[config.mk]
export PLATFORM = sky130hd
export DESIGN_NAME = utf8_whitespace_tokenizer
export DESIGN_NICKNAME = d
export VERILOG_FILES = /design/src/utf8ws_pkg.sv /design/src/utf8_whitespace_tokenizer.sv /design/src/utf8ws_front.sv /design/src/utf8ws_queue.sv /design/src/utf8ws_back.sv
export SDC_FILE = /design/constraint.sdc
export NUM_CORES = 1
export LEC_CHECK = 0
export CAP_MARGIN = 10
export CELL_PAD_IN_SITES_DETAIL_PLACEMENT = 0
export CELL_PAD_IN_SITES_GLOBAL_PLACEMENT = 2
export CORE_ASPECT_RATIO = 1.75
export CORE_MARGIN = 1.5
export CORE_UTILIZATION = 40
export CTS_CLUSTER_SIZE = 10
export DETAILED_ROUTE_END_ITERATION = 10
export DONT_BUFFER_PORTS = 1
export PLACE_DENSITY_LB_ADDON = 0.1
export SYNTH_ARGS = -nofsm -noshare
export SYNTH_HDL_FRONTEND = slang
export SYNTH_HIERARCHICAL = 1
export SYNTH_SLANG_ARGS = --single-unit
[constraint.sdc]
create_clock -name clk -period 22.1 [get_ports clk]
set_input_delay 3.315 -clock clk [delete_from_list [all_inputs] [get_ports clk]]
set_output_delay 3.315 -clock clk [all_outputs]
set_load 0.01 [all_outputs]
[src/utf8ws_pkg.sv]
package utf8ws_pkg;

  localparam int QUEUE_DEPTH = 4;
  localparam int SLOTS = 3;

  localparam logic [7:0] CH_SPACE = 8'h20;
  localparam logic [7:0] CH_TAB   = 8'h09;
  localparam logic [7:0] CH_CR    = 8'h0d;
  localparam logic [7:0] CH_OPEN  = 8'h28;
  localparam logic [7:0] CH_CLOSE = 8'h29;
  localparam logic [7:0] CH_NUL   = 8'h00;
  localparam logic [7:0] LEAD_C2  = 8'hc2;
  localparam logic [7:0] LEAD_E1  = 8'he1;
  localparam logic [7:0] LEAD_E2  = 8'he2;
  localparam logic [7:0] LEAD_E3  = 8'he3;
  localparam logic [7:0] CONT_80  = 8'h80;
  localparam logic [7:0] CONT_81  = 8'h81;
  localparam logic [7:0] CONT_85  = 8'h85;
  localparam logic [7:0] CONT_8A  = 8'h8a;
  localparam logic [7:0] CONT_9A  = 8'h9a;
  localparam logic [7:0] CONT_9F  = 8'h9f;
  localparam logic [7:0] CONT_A0  = 8'ha0;
  localparam logic [7:0] CONT_A8  = 8'ha8;
  localparam logic [7:0] CONT_A9  = 8'ha9;
  localparam logic [7:0] CONT_AF  = 8'haf;

  typedef enum logic [1:0] {
    ROLE_SPACE = 2'd0,
    ROLE_OPEN  = 2'd1,
    ROLE_CLOSE = 2'd2,
    ROLE_WORD  = 2'd3
  } role_t;

  // fail: not whitespace; len zero without fail: prefix still open
  typedef struct packed {
    logic       fail;
    logic [1:0] len;
  } match_t;

  typedef struct packed {
    logic [SLOTS-1:0][7:0] bytes;
    role_t [SLOTS-1:0]     roles;
    logic [SLOTS-1:0]      wstart;
    logic [1:0]            count;
    logic                  last;
  } group_t;

  function automatic match_t ws_match(input logic [7:0] c0, input logic [7:0] c1,
                                      input logic [7:0] c2, input logic [1:0] avail);
    match_t m;
    m.fail = 1'b0;
    m.len  = 2'd0;
    if (c0 == CH_SPACE || (c0 >= CH_TAB && c0 <= CH_CR)) begin
      m.len = 2'd1;
    end else if (c0 == LEAD_C2) begin
      if (avail >= 2'd2) begin
        if (c1 inside {CONT_85, CONT_A0}) m.len = 2'd2;
        else m.fail = 1'b1;
      end
    end else if (c0 == LEAD_E1) begin
      if (avail >= 2'd2) begin
        if (c1 != CONT_9A) m.fail = 1'b1;
        else if (avail == 2'd3) begin
          if (c2 == CONT_80) m.len = 2'd3;
          else m.fail = 1'b1;
        end
      end
    end else if (c0 == LEAD_E2) begin
      if (avail >= 2'd2) begin
        if (c1 == CONT_80) begin
          if (avail == 2'd3) begin
            if (c2 inside {[CONT_80:CONT_8A], CONT_A8, CONT_A9, CONT_AF}) m.len = 2'd3;
            else m.fail = 1'b1;
          end
        end else if (c1 == CONT_81) begin
          if (avail == 2'd3) begin
            if (c2 == CONT_9F) m.len = 2'd3;
            else m.fail = 1'b1;
          end
        end else begin
          m.fail = 1'b1;
        end
      end
    end else if (c0 == LEAD_E3) begin
      if (avail >= 2'd2) begin
        if (c1 != CONT_80) m.fail = 1'b1;
        else if (avail == 2'd3) begin
          if (c2 == CONT_80) m.len = 2'd3;
          else m.fail = 1'b1;
        end
      end
    end else begin
      m.fail = 1'b1;
    end
    return m;
  endfunction

endpackage

[src/utf8_whitespace_tokenizer.sv]
// byte-serial tokenizer front end: labels each source byte as whitespace,
// open paren, close paren or word byte, and flags the first byte of each word
// input channel: in_valid / in_stall with in_src_byte and in_end_of_source;
// a zero byte or the end flag closes the source and flushes held bytes
// output channel: out_valid / out_stall with out_byte, out_role,
// out_word_start and out_final_result, one labelled byte per request
// throughput: one input byte per cycle while in_stall is low; the output port gives
// one result per cycle while out_stall is low, so the results of a byte that
// releases a held utf-8 prefix (up to three results) leave it one after another
// out_valid rises once a result has passed the queue into the output register
// an input byte that only extends a utf-8 prefix produces no result yet
// a four-entry queue sits between the classifier and the output register;
// in_stall rises only when that queue is full
// out_stall freezes the output register; the queue keeps filling meanwhile
// reset (synchronous, active low) empties the queue and output register and
// clears the held prefix and word tracking
module utf8_whitespace_tokenizer #(
  parameter int QUEUE_DEPTH = utf8ws_pkg::QUEUE_DEPTH
) (
  input  logic       clk,
  input  logic       rst_n,
  input  logic       in_valid,
  output logic       in_stall,
  input  logic [7:0] in_src_byte,
  input  logic       in_end_of_source,
  output logic       out_valid,
  input  logic       out_stall,
  output logic [7:0] out_byte,
  output logic [1:0] out_role,
  output logic       out_word_start,
  output logic       out_final_result
);

  utf8ws_pkg::group_t push_data;
  utf8ws_pkg::group_t head;
  logic               push;
  logic               pop;
  logic               empty;
  logic               full;

  utf8ws_front u_front (
    .clk              (clk),
    .rst_n            (rst_n),
    .in_valid         (in_valid),
    .in_src_byte      (in_src_byte),
    .in_end_of_source (in_end_of_source),
    .in_stall         (in_stall),
    .q_full           (full),
    .q_push           (push),
    .q_data           (push_data)
  );

  utf8ws_queue #(
    .DEPTH (QUEUE_DEPTH)
  ) u_queue (
    .clk       (clk),
    .rst_n     (rst_n),
    .push      (push),
    .push_data (push_data),
    .pop       (pop),
    .head      (head),
    .empty     (empty),
    .full      (full)
  );

  utf8ws_back u_back (
    .clk              (clk),
    .rst_n            (rst_n),
    .head             (head),
    .empty            (empty),
    .pop              (pop),
    .out_valid        (out_valid),
    .out_stall        (out_stall),
    .out_byte         (out_byte),
    .out_role         (out_role),
    .out_word_start   (out_word_start),
    .out_final_result (out_final_result)
  );

endmodule

[src/utf8ws_front.sv]
module utf8ws_front (
  input  logic                clk,
  input  logic                rst_n,
  input  logic                in_valid,
  input  logic [7:0]          in_src_byte,
  input  logic                in_end_of_source,
  output logic                in_stall,
  input  logic                q_full,
  output logic                q_push,
  output utf8ws_pkg::group_t  q_data
);

  logic [1:0][7:0] held_r, held_nxt;
  logic [1:0]      held_cnt_r, held_cnt_nxt;
  logic            in_word_r, in_word_nxt;

  logic [2:0][7:0] win;
  logic [2:0]      n;
  logic [2:0]      pos;
  logic            ending;
  logic            stop;
  logic            iw;
  logic            accept;
  utf8ws_pkg::match_t mt;
  utf8ws_pkg::group_t grp;

  function automatic logic [7:0] pick(input logic [2:0][7:0] w, input logic [2:0] idx);
    return (idx < 3'd3) ? w[idx[1:0]] : utf8ws_pkg::CH_NUL;
  endfunction

  assign accept   = in_valid && !q_full;
  assign in_stall = q_full;

  always_comb begin
    win = '0;
    for (int i = 0; i < 2; i++) begin
      if (2'(i) < held_cnt_r) win[i] = held_r[i];
    end
    n = {1'b0, held_cnt_r};
    if (in_src_byte != utf8ws_pkg::CH_NUL) begin
      win[held_cnt_r] = in_src_byte;
      n = n + 3'd1;
    end
    ending = in_end_of_source || (in_src_byte == utf8ws_pkg::CH_NUL);

    grp.bytes  = win;
    grp.roles  = {utf8ws_pkg::SLOTS{utf8ws_pkg::ROLE_SPACE}};
    grp.wstart = '0;
    grp.last   = ending;
    pos        = 3'd0;
    stop       = 1'b0;
    iw         = in_word_r;
    held_nxt   = '0;
    held_cnt_nxt = 2'd0;
    mt         = '0;

    for (int it = 0; it < utf8ws_pkg::SLOTS; it++) begin
      if (!stop && pos < n) begin
        mt = utf8ws_pkg::ws_match(pick(win, pos), pick(win, pos + 3'd1),
                                  pick(win, pos + 3'd2), 2'(n - pos));
        if (!mt.fail && mt.len != 2'd0) begin
          for (int j = 0; j < utf8ws_pkg::SLOTS; j++) begin
            if (3'(j) >= pos && 3'(j) < pos + {1'b0, mt.len}) begin
              grp.roles[j]  = utf8ws_pkg::ROLE_SPACE;
              grp.wstart[j] = 1'b0;
            end
          end
          pos = pos + {1'b0, mt.len};
          iw  = 1'b0;
        end else if (!mt.fail && !ending) begin
          held_nxt[0]  = pick(win, pos);
          held_nxt[1]  = pick(win, pos + 3'd1);
          held_cnt_nxt = 2'(n - pos);
          stop = 1'b1;
        end else begin
          if (win[pos[1:0]] == utf8ws_pkg::CH_OPEN) begin
            grp.roles[pos[1:0]] = utf8ws_pkg::ROLE_OPEN;
            iw = 1'b0;
          end else if (win[pos[1:0]] == utf8ws_pkg::CH_CLOSE) begin
            grp.roles[pos[1:0]] = utf8ws_pkg::ROLE_CLOSE;
            iw = 1'b0;
          end else begin
            grp.roles[pos[1:0]]  = utf8ws_pkg::ROLE_WORD;
            grp.wstart[pos[1:0]] = !iw;
            iw = 1'b1;
          end
          pos = pos + 3'd1;
        end
      end
    end

    // terminating nul is reported as whitespace after the flushed bytes
    grp.count = pos[1:0];
    if (ending && in_src_byte == utf8ws_pkg::CH_NUL) begin
      grp.bytes[pos[1:0]]  = utf8ws_pkg::CH_NUL;
      grp.roles[pos[1:0]]  = utf8ws_pkg::ROLE_SPACE;
      grp.wstart[pos[1:0]] = 1'b0;
      grp.count = pos[1:0] + 2'd1;
    end

    in_word_nxt = ending ? 1'b0 : iw;
  end

  assign q_data = grp;
  assign q_push = accept && (grp.count != 2'd0);

  always_ff @(posedge clk) begin
    if (!rst_n) begin
      held_cnt_r <= 2'd0;
      in_word_r  <= 1'b0;
    end else if (accept) begin
      held_cnt_r <= held_cnt_nxt;
      in_word_r  <= in_word_nxt;
    end
  end

  always_ff @(posedge clk) begin
    if (accept) begin
      held_r <= held_nxt;
    end
  end

endmodule

[src/utf8ws_queue.sv]
module utf8ws_queue #(
  parameter int DEPTH = utf8ws_pkg::QUEUE_DEPTH
) (
  input  logic               clk,
  input  logic               rst_n,
  input  logic               push,
  input  utf8ws_pkg::group_t push_data,
  input  logic               pop,
  output utf8ws_pkg::group_t head,
  output logic               empty,
  output logic               full
);

  localparam int PW = (DEPTH > 1) ? $clog2(DEPTH) : 1;
  localparam int CW = $clog2(DEPTH + 1);

  utf8ws_pkg::group_t entries_r [DEPTH];
  logic [PW-1:0] wr_ptr_r, wr_ptr_nxt;
  logic [PW-1:0] rd_ptr_r, rd_ptr_nxt;
  logic [CW-1:0] cnt_r, cnt_nxt;

  assign empty = (cnt_r == CW'(0));
  assign full  = (cnt_r == CW'(DEPTH));
  assign head  = entries_r[rd_ptr_r];

  always_comb begin
    wr_ptr_nxt = wr_ptr_r;
    rd_ptr_nxt = rd_ptr_r;
    cnt_nxt    = cnt_r;
    if (push) begin
      wr_ptr_nxt = (wr_ptr_r == PW'(DEPTH - 1)) ? PW'(0) : wr_ptr_r + PW'(1);
    end
    if (pop) begin
      rd_ptr_nxt = (rd_ptr_r == PW'(DEPTH - 1)) ? PW'(0) : rd_ptr_r + PW'(1);
    end
    if (push && !pop) cnt_nxt = cnt_r + CW'(1);
    else if (pop && !push) cnt_nxt = cnt_r - CW'(1);
  end

  always_ff @(posedge clk) begin
    if (!rst_n) begin
      wr_ptr_r <= '0;
      rd_ptr_r <= '0;
      cnt_r    <= '0;
    end else begin
      wr_ptr_r <= wr_ptr_nxt;
      rd_ptr_r <= rd_ptr_nxt;
      cnt_r    <= cnt_nxt;
    end
  end

  always_ff @(posedge clk) begin
    if (push) begin
      entries_r[wr_ptr_r] <= push_data;
    end
  end

endmodule

[src/utf8ws_back.sv]
module utf8ws_back (
  input  logic               clk,
  input  logic               rst_n,
  input  utf8ws_pkg::group_t head,
  input  logic               empty,
  output logic               pop,
  output logic               out_valid,
  input  logic               out_stall,
  output logic [7:0]         out_byte,
  output logic [1:0]         out_role,
  output logic               out_word_start,
  output logic               out_final_result
);

  logic [1:0] idx_r, idx_nxt;
  logic       valid_r, valid_nxt;
  logic [7:0] byte_r;
  logic [1:0] role_r;
  logic       wstart_r;
  logic       final_r;
  logic       load;
  logic       last_slot;

  assign load      = (!valid_r || !out_stall) && !empty;
  assign last_slot = (idx_r == head.count - 2'd1);
  assign pop       = load && last_slot;

  always_comb begin
    idx_nxt   = idx_r;
    valid_nxt = valid_r;
    if (load) begin
      idx_nxt   = last_slot ? 2'd0 : idx_r + 2'd1;
      valid_nxt = 1'b1;
    end else if (!out_stall) begin
      valid_nxt = 1'b0;
    end
  end

  always_ff @(posedge clk) begin
    if (!rst_n) begin
      idx_r   <= 2'd0;
      valid_r <= 1'b0;
    end else begin
      idx_r   <= idx_nxt;
      valid_r <= valid_nxt;
    end
  end

  always_ff @(posedge clk) begin
    if (load) begin
      byte_r   <= head.bytes[idx_r];
      role_r   <= head.roles[idx_r];
      wstart_r <= head.wstart[idx_r];
      final_r  <= head.last && last_slot;
    end
  end

  assign out_valid        = valid_r;
  assign out_byte         = byte_r;
  assign out_role         = role_r;
  assign out_word_start   = wstart_r;
  assign out_final_result = final_r;

endmodule
* Word-level counts from Yosys, hierarchy flattened
Memories as Yosys holds them, arrays and structs flattened. A register that Yosys moved wholly into a read port is not among the register bits.
Cells that the tools add are included.
** Operators by class
- Reduce and logical (&&, ||, !) cells :: 66
- Equal/unequal tests :: 62
- $lt $le $gt $ge :: 51
- Add/sub/neg operators :: 16
- Mux-type cells :: 234
- Bitwise gates (word level) :: 20
** Operator list (count)
- == test 8 bit, second input constant :: 39
- two-way mux 16 bit :: 9
- two-way mux 8 bit :: 17
- two-way mux 3 bit :: 45
- two-way mux 2 bit :: 58
- binary-select mux 8 bit (select 2 bit) :: 7
- == test 8 x 6 -> 1 bit, second input constant :: 9
- two-way mux 1 bit :: 72
- two-way mux 9 bit :: 6
- inequality test 8 bit, second input constant :: 6
- two-way mux 35 bit :: 1
- demux 8 bit (select 2 bit) :: 2
- logical AND 1 bit :: 32
- < comparator 2 x 3 -> 1 bit, second input constant :: 9
- bitwise AND 24 bit :: 1
- bitwise mux 24 bit :: 1
- >= comparator 8 x 4 -> 1 bit, second input constant :: 3
- >= comparator 8 bit, second input constant :: 3
- less-or-equal comparator 8 x 4 -> 1 bit, second input constant :: 3
- less-or-equal comparator 8 bit, second input constant :: 3
- two-way mux 24 bit :: 1
- two-way mux 6 bit :: 4
- NOT 24 bit :: 1
- < comparator 3 x 2 -> 1 bit, second input constant :: 6
- other kinds (41) :: 111
** Word-level totals
- Register bits after elaboration :: 41
- Input bits :: 13
- Bits in writable memories :: 144
- Memories :: 1
- Logic and storage cells :: 463
- Output and inout port bits :: 14
** Memory list
- u_queue.entries_r :: depth 4, bits a word 36, read ports 1, clocked after memory_dff 1, wr ports 1, RTL line utf8ws_queue.sv:17 : utf8ws_pkg::group_t entries_r [DEPTH];

* Logic depth before layout (Yosys ltp)
- Depth after elaboration :: 78
- Depth in mapped cells :: 64
- Mapped depth without buffers :: 54

* Cells and area by module
The synthesis kept the hierarchy.
** Modules (own cells, without submodules)
- utf8ws_front :: sequential area each 540.5 sq um, area an instance 6662.6 sq um, instances 1, cells each 976
- utf8ws_queue :: sequential area each 4504.3 sq um, area an instance 5706.7 sq um, instances 1, cells each 232
- utf8ws_back :: sequential area each 420.4 sq um, area an instance 773.2 sq um, instances 1, cells each 71

* Least setup slack after synthesis
OpenSTA, ideal clock, no wires.
- Kind :: input-to-reg
- Start point :: input in_src_byte[6]
- End point :: register u_queue.cnt_r[2]
- Stages on the path :: 59
- Setup time :: 76 ps
- Data arrival time :: 15278 ps
- Path buffers :: 11
- Required time :: 22024 ps
- Setup slack :: 6746 ps
- Path through :: buf_2 > or4_1 > buf_4 > o31ai_4 > a22o_1 > buf_4 > nor2_2 > a32o_1 > o21a_1 > buf_4 > or2_1 > buf_2 > o21ai_4 > buf_2 > buf_1 > ha_1 > inv_1 > clkbuf_1 > [23 not listed] > o21ai_0 > nand2_1 > nand2_1 > nand2_1 > ha_1 > fa_1 > nor3b_1 > a211oi_2 > ha_1 > nand2_1 > o21ai_0 > a31oi_1 > ha_1 > inv_1 > fa_1 > xor2_1 > or3_1 > a21boi_0
** Between the ends
- Word-level cells in the longest chain between the ends :: 68
- Elaborated cells between the ends (all ways) :: 257
- Classes of those cells :: add/sub: 9; order compare: 24; eq/ne: 51; mux: 131; reduce/logical: 42
** RTL lines
- start, declared :: RTL line utf8_whitespace_tokenizer.sv:24 : input logic [7:0] in_src_byte,
- parallel branches: the longest is 62 deep, another holds >= comparator 8 bit
- two-way mux 35 bit (*) :: RTL line utf8ws_front.sv:94 : if (ending && in_src_byte == utf8ws_pkg::CH_NUL) begin
- nonzero test 2 bit (*) :: RTL line utf8ws_front.sv:105 : assign q_push = accept && (grp.count != 2'd0);
- logical AND 1 bit (*) :: RTL line utf8ws_front.sv:105
- via push :: RTL line utf8_whitespace_tokenizer.sv:36 : logic push;
- zero test 1 bit :: RTL line utf8ws_queue.sv:37 : else if (pop && !push) cnt_nxt = cnt_r - CW'(1);
- logical AND 1 bit :: RTL line utf8ws_queue.sv:37
- nonzero test 2 bit (no source line)
- end signal, assigned :: RTL line utf8ws_queue.sv:48 : cnt_r <= cnt_nxt;
- end, declared :: RTL line utf8ws_queue.sv:20 : logic [CW-1:0] cnt_r, cnt_nxt;
Mark *: on every way through the listed nets, which the timed path passes. The select of a mux whose other input is x is not followed.
A chain may end at the register's enable or synchronous reset.

* Final worst setup path
Same ends and word-level chain as after synthesis.

==> flow_metrics.env <==
export IMPL_final_common_cell="edfxtp_1"
export IMPL_grt_pass1_vias=11300
export IMPL_finalNetCount=1302
export IMPL_power_density_mw_per_mm2=127
export IMPL_place_area_mm2=0.0134
export IMPL_synth_top_area_share_pct=39.3
export IMPL_reg2reg_slack_ns=6.36
export IMPL_n_fill_cell=3123
export IMPL_ys_flop_type="edfxtp_1"
export IMPL_num_antenna_cells=0
export IMPL_synth_simple_area_share_pct=19.2
export IMPL_worstHoldStart="u_back/out_valid$_SDFFE_PN0P_"
export IMPL_period_share_pct=79.6
export IMPL_required_ns=22.46
export IMPL_root_buffer="clkbuf_16"
export IMPL_synthAdderAreaFrac_pct=3.69
export IMPL_hpwl_um=42100
export IMPL_setup_ws_ns=4.52
export IMPL_numClockSinks=187
export IMPL_cts_resized=0
export IMPL_post_place_ws_ns=4.35
export IMPL_clk_pin_slew_worst_paths_ns=0.07
export IMPL_worstReg2RegStart="u_front/held_cnt_r[1]$_SDFFE_PN0P_"
export IMPL_arrival_ns=17.95
export IMPL_synth_area_mm2=0.0131
export IMPL_end_kind="flip-flop"
export IMPL_htreeDepth=4
export IMPL_setup_viol=0
export IMPL_cts_buffers=17
export IMPL_syn_avg_cell_area_um2=10.3
export IMPL_yosysWarnings=6
export IMPL_wirelength_um=55100
export IMPL_async_flop_share_pct=0
export IMPL_cts_hold_buffers=0
export IMPL_syn2layout_area_growth_pct=6.61
export IMPL_firstDrtPassIters=6
export IMPL_max_stage_delay_ns=0.77
export IMPL_startpoint_type="input pin"
export IMPL_max_cap_violations=0
export IMPL_grt_pass1_wl_um=78700
export IMPL_antenna_found_initial=0
export IMPL_critPathSlowestCell="or4_1"
export IMPL_hold_end="u_back/out_valid$_SDFFE_PN0P_"
export IMPL_crit_fanout=29
export IMPL_vias=11200
export IMPL_synth_top_family_by_area="compound AO/OA/AOI/OAI gates"
export IMPL_worstRegToRegCells=49
export IMPL_gp_routability_congestion=0.982
export IMPL_chipHeight_um=243
export IMPL_vias_per_cell=6.72
export IMPL_routedWlPerCell_um=33.1
export IMPL_ys_types=117
export IMPL_final_hold_viol_count=0
export IMPL_finalClockSkew_ns=0.00822
export IMPL_drive_above_1_share_pct=13.6
export IMPL_hold_path_depth=2
export IMPL_synth_seq_cells=187
export IMPL_peakVddDrop_v=0.0000575
export IMPL_grt_util_all_layers_pct=32.7
export IMPL_p_leak_nw=4.67
export IMPL_synthXorXnorAreaFrac_pct=0.666
export IMPL_path_class="input pin to flip-flop"
export IMPL_portBuffers=0
export IMPL_final_seq_area_mm2=0.00547
export IMPL_fin_tns_setup_ns=0
export IMPL_status="complete, no violations"
export IMPL_grt_overflow=0
export IMPL_cts_tree="yes"
export IMPL_ant_nets=0
export IMPL_fp_dieW_um=140
export IMPL_drtIter0Drc=814
export IMPL_die_area_mm2=0.0340
export IMPL_maxSlewHeadroom_pct=12.1
export IMPL_crit_family="compound AO/OA/AOI/OAI gates"
export IMPL_grt_max_degree=37
export IMPL_clockBufferDepth=2
export IMPL_rows=87
export IMPL_synth_edf_count=172
export IMPL_regToRegEndpoint="u_queue/cnt_r[2]$_SDFFE_PN0P_"
export IMPL_clkLatencyLatePin_ns=0.44
export IMPL_power_total_mw=1.78
export IMPL_final_cell_area_mm2=0.0140
export IMPL_coreArea_mm2=0.0323
export IMPL_synth_compound_area_share_pct=21.2
export IMPL_min_path_type="flip-flop to flip-flop"
export IMPL_multi_input_area_mm2=0.00711
export IMPL_final_cell_mix="edfxtp_1 (172), nand2_1 (115), nor2_1 (101)"
export IMPL_slew_viol_final=0
export IMPL_drc=0
export IMPL_synthMuxAreaShare_pct=9.13
export IMPL_fin_crit_ns=17.58
export IMPL_yosysSeqAreaShare_pct=41.6
export IMPL_yosys_top_cells_area="edfxtp_1 (39%), mux4_2 (5.1%), nand2_1 (3.3%)"
export IMPL_cts_setup_buffers=0
export IMPL_max_slew_worst_pin_slew_ns=1.28
export IMPL_syn_inst=1279
export IMPL_start_util_pct=40.7
export IMPL_cp_num_buf_inv=5
export IMPL_yosys_area_top_type="edfxtp_1"
export IMPL_rsz0062_at_grt="false"
export IMPL_timing_fmax_ghz=0.0569
export IMPL_ios=27
## kinds of logic after synthesis
kind of cell	count (synthesis)
muxes	71
DFF	187
adders and majority gates	37
xor gates and xnor gates	10
and+or+nand+nor	480
AOI/OAI and AO/OA	380
buffers and inverters	113
other	1
## Yosys cell counts, types with 23 or more instances
cell type / number
a21oi_1: 67
nor2_1: 101
nor3_1: 56
ha_1: 34
inv_1: 31
clkbuf_1: 25
mux2i_1: 25
o21ai_0: 71
buf_2: 25
nand3_1: 34
edfxtp_1: 172
nand2_1: 115
nor4_1: 23
mux4_2: 30
## worst max-delay path by stage
stage,slack [ns],from,end,cells after the start
finish,4.52,in_src_byte[6],u_queue/cnt_r[2]$_SDFFE_PN0P_,48
global route,3.84,in_src_byte[6],u_queue/cnt_r[2]$_SDFFE_PN0P_,48
CTS,4.80,in_src_byte[6],u_queue/cnt_r[2]$_SDFFE_PN0P_,48
detailed placement,4.35,in_src_byte[6],u_queue/cnt_r[2]$_SDFFE_PN0P_,48
global placement,4.49,in_src_byte[6],u_queue/cnt_r[2]$_SDFFE_PN0P_,48
floorplan,6.75,in_src_byte[6],u_queue/cnt_r[2]$_SDFFE_PN0P_,59
## registers in the layout, summed over array words and instances, names as in the netlist, named ones only
register / count
u_queue/cnt_r: 3
u_front/held_cnt_r: 2
u_back/out_valid: 1
u_back/out_word_start: 1
u_front/held_r: 16
u_back/idx_r: 2
u_back/out_byte: 8
u_front/in_word_r: 1
u_back/out_final_result: 1
u_queue/rd_ptr_r: 2
u_queue/entries_r: 144
u_back/out_role: 2
u_queue/wr_ptr_r: 2
## tightest hold or removal path: cells and delay by family, from the launching register on
kind	cells	cell delay (ns)
flops	1	0.35
simple gates	1	0.07
compound gates	1	0.05
## routing by layer
layer / vias up / share of wire [%] / GRT usage, %
li1: 4962 / - / -
met1: 5461 / 33 / 32.2
met2: 531 / 50 / 57.1
met3: 234 / 5.5 / 5.58
met4: 0 / 12 / 31.9
met5: - / 0 / 0
## area by class of cell
type,count,area share (%)
Sequential cell,187,39.0
Timing Repair Buffer,25,1.34
Clock inverter,13,0.991
Multi-Input combinational cell,981,50.8
Inverter,40,1.07
Tap cell,400,3.57
Clock buffer,19,3.24
## through the flow
step	hold slack, ns	std cells	utilization [%]
final	0.519	1665	43.3
after global routing	0.538	1665	43.3
after CTS	0.521	1665	43.3
after detailed placement	0.511	1633	41.5
after global placement	0.503	1633	41.5
after floorplan	0.460	1281	-
## where the power goes
| part | switching, mW | leakage, nW | total, mW | internal, mW |
|---|---|---|---|---|
| Sequential | 0.0344 | 1.75 | 0.560 | 0.525 |
| Clock | 0.146 | 0.294 | 0.304 | 0.158 |
| Combinational | 0.614 | 2.63 | 0.913 | 0.299 |
| Total | 0.794 | 4.67 | 1.78 | 0.983 |
(Power assumes the default switching activity.)
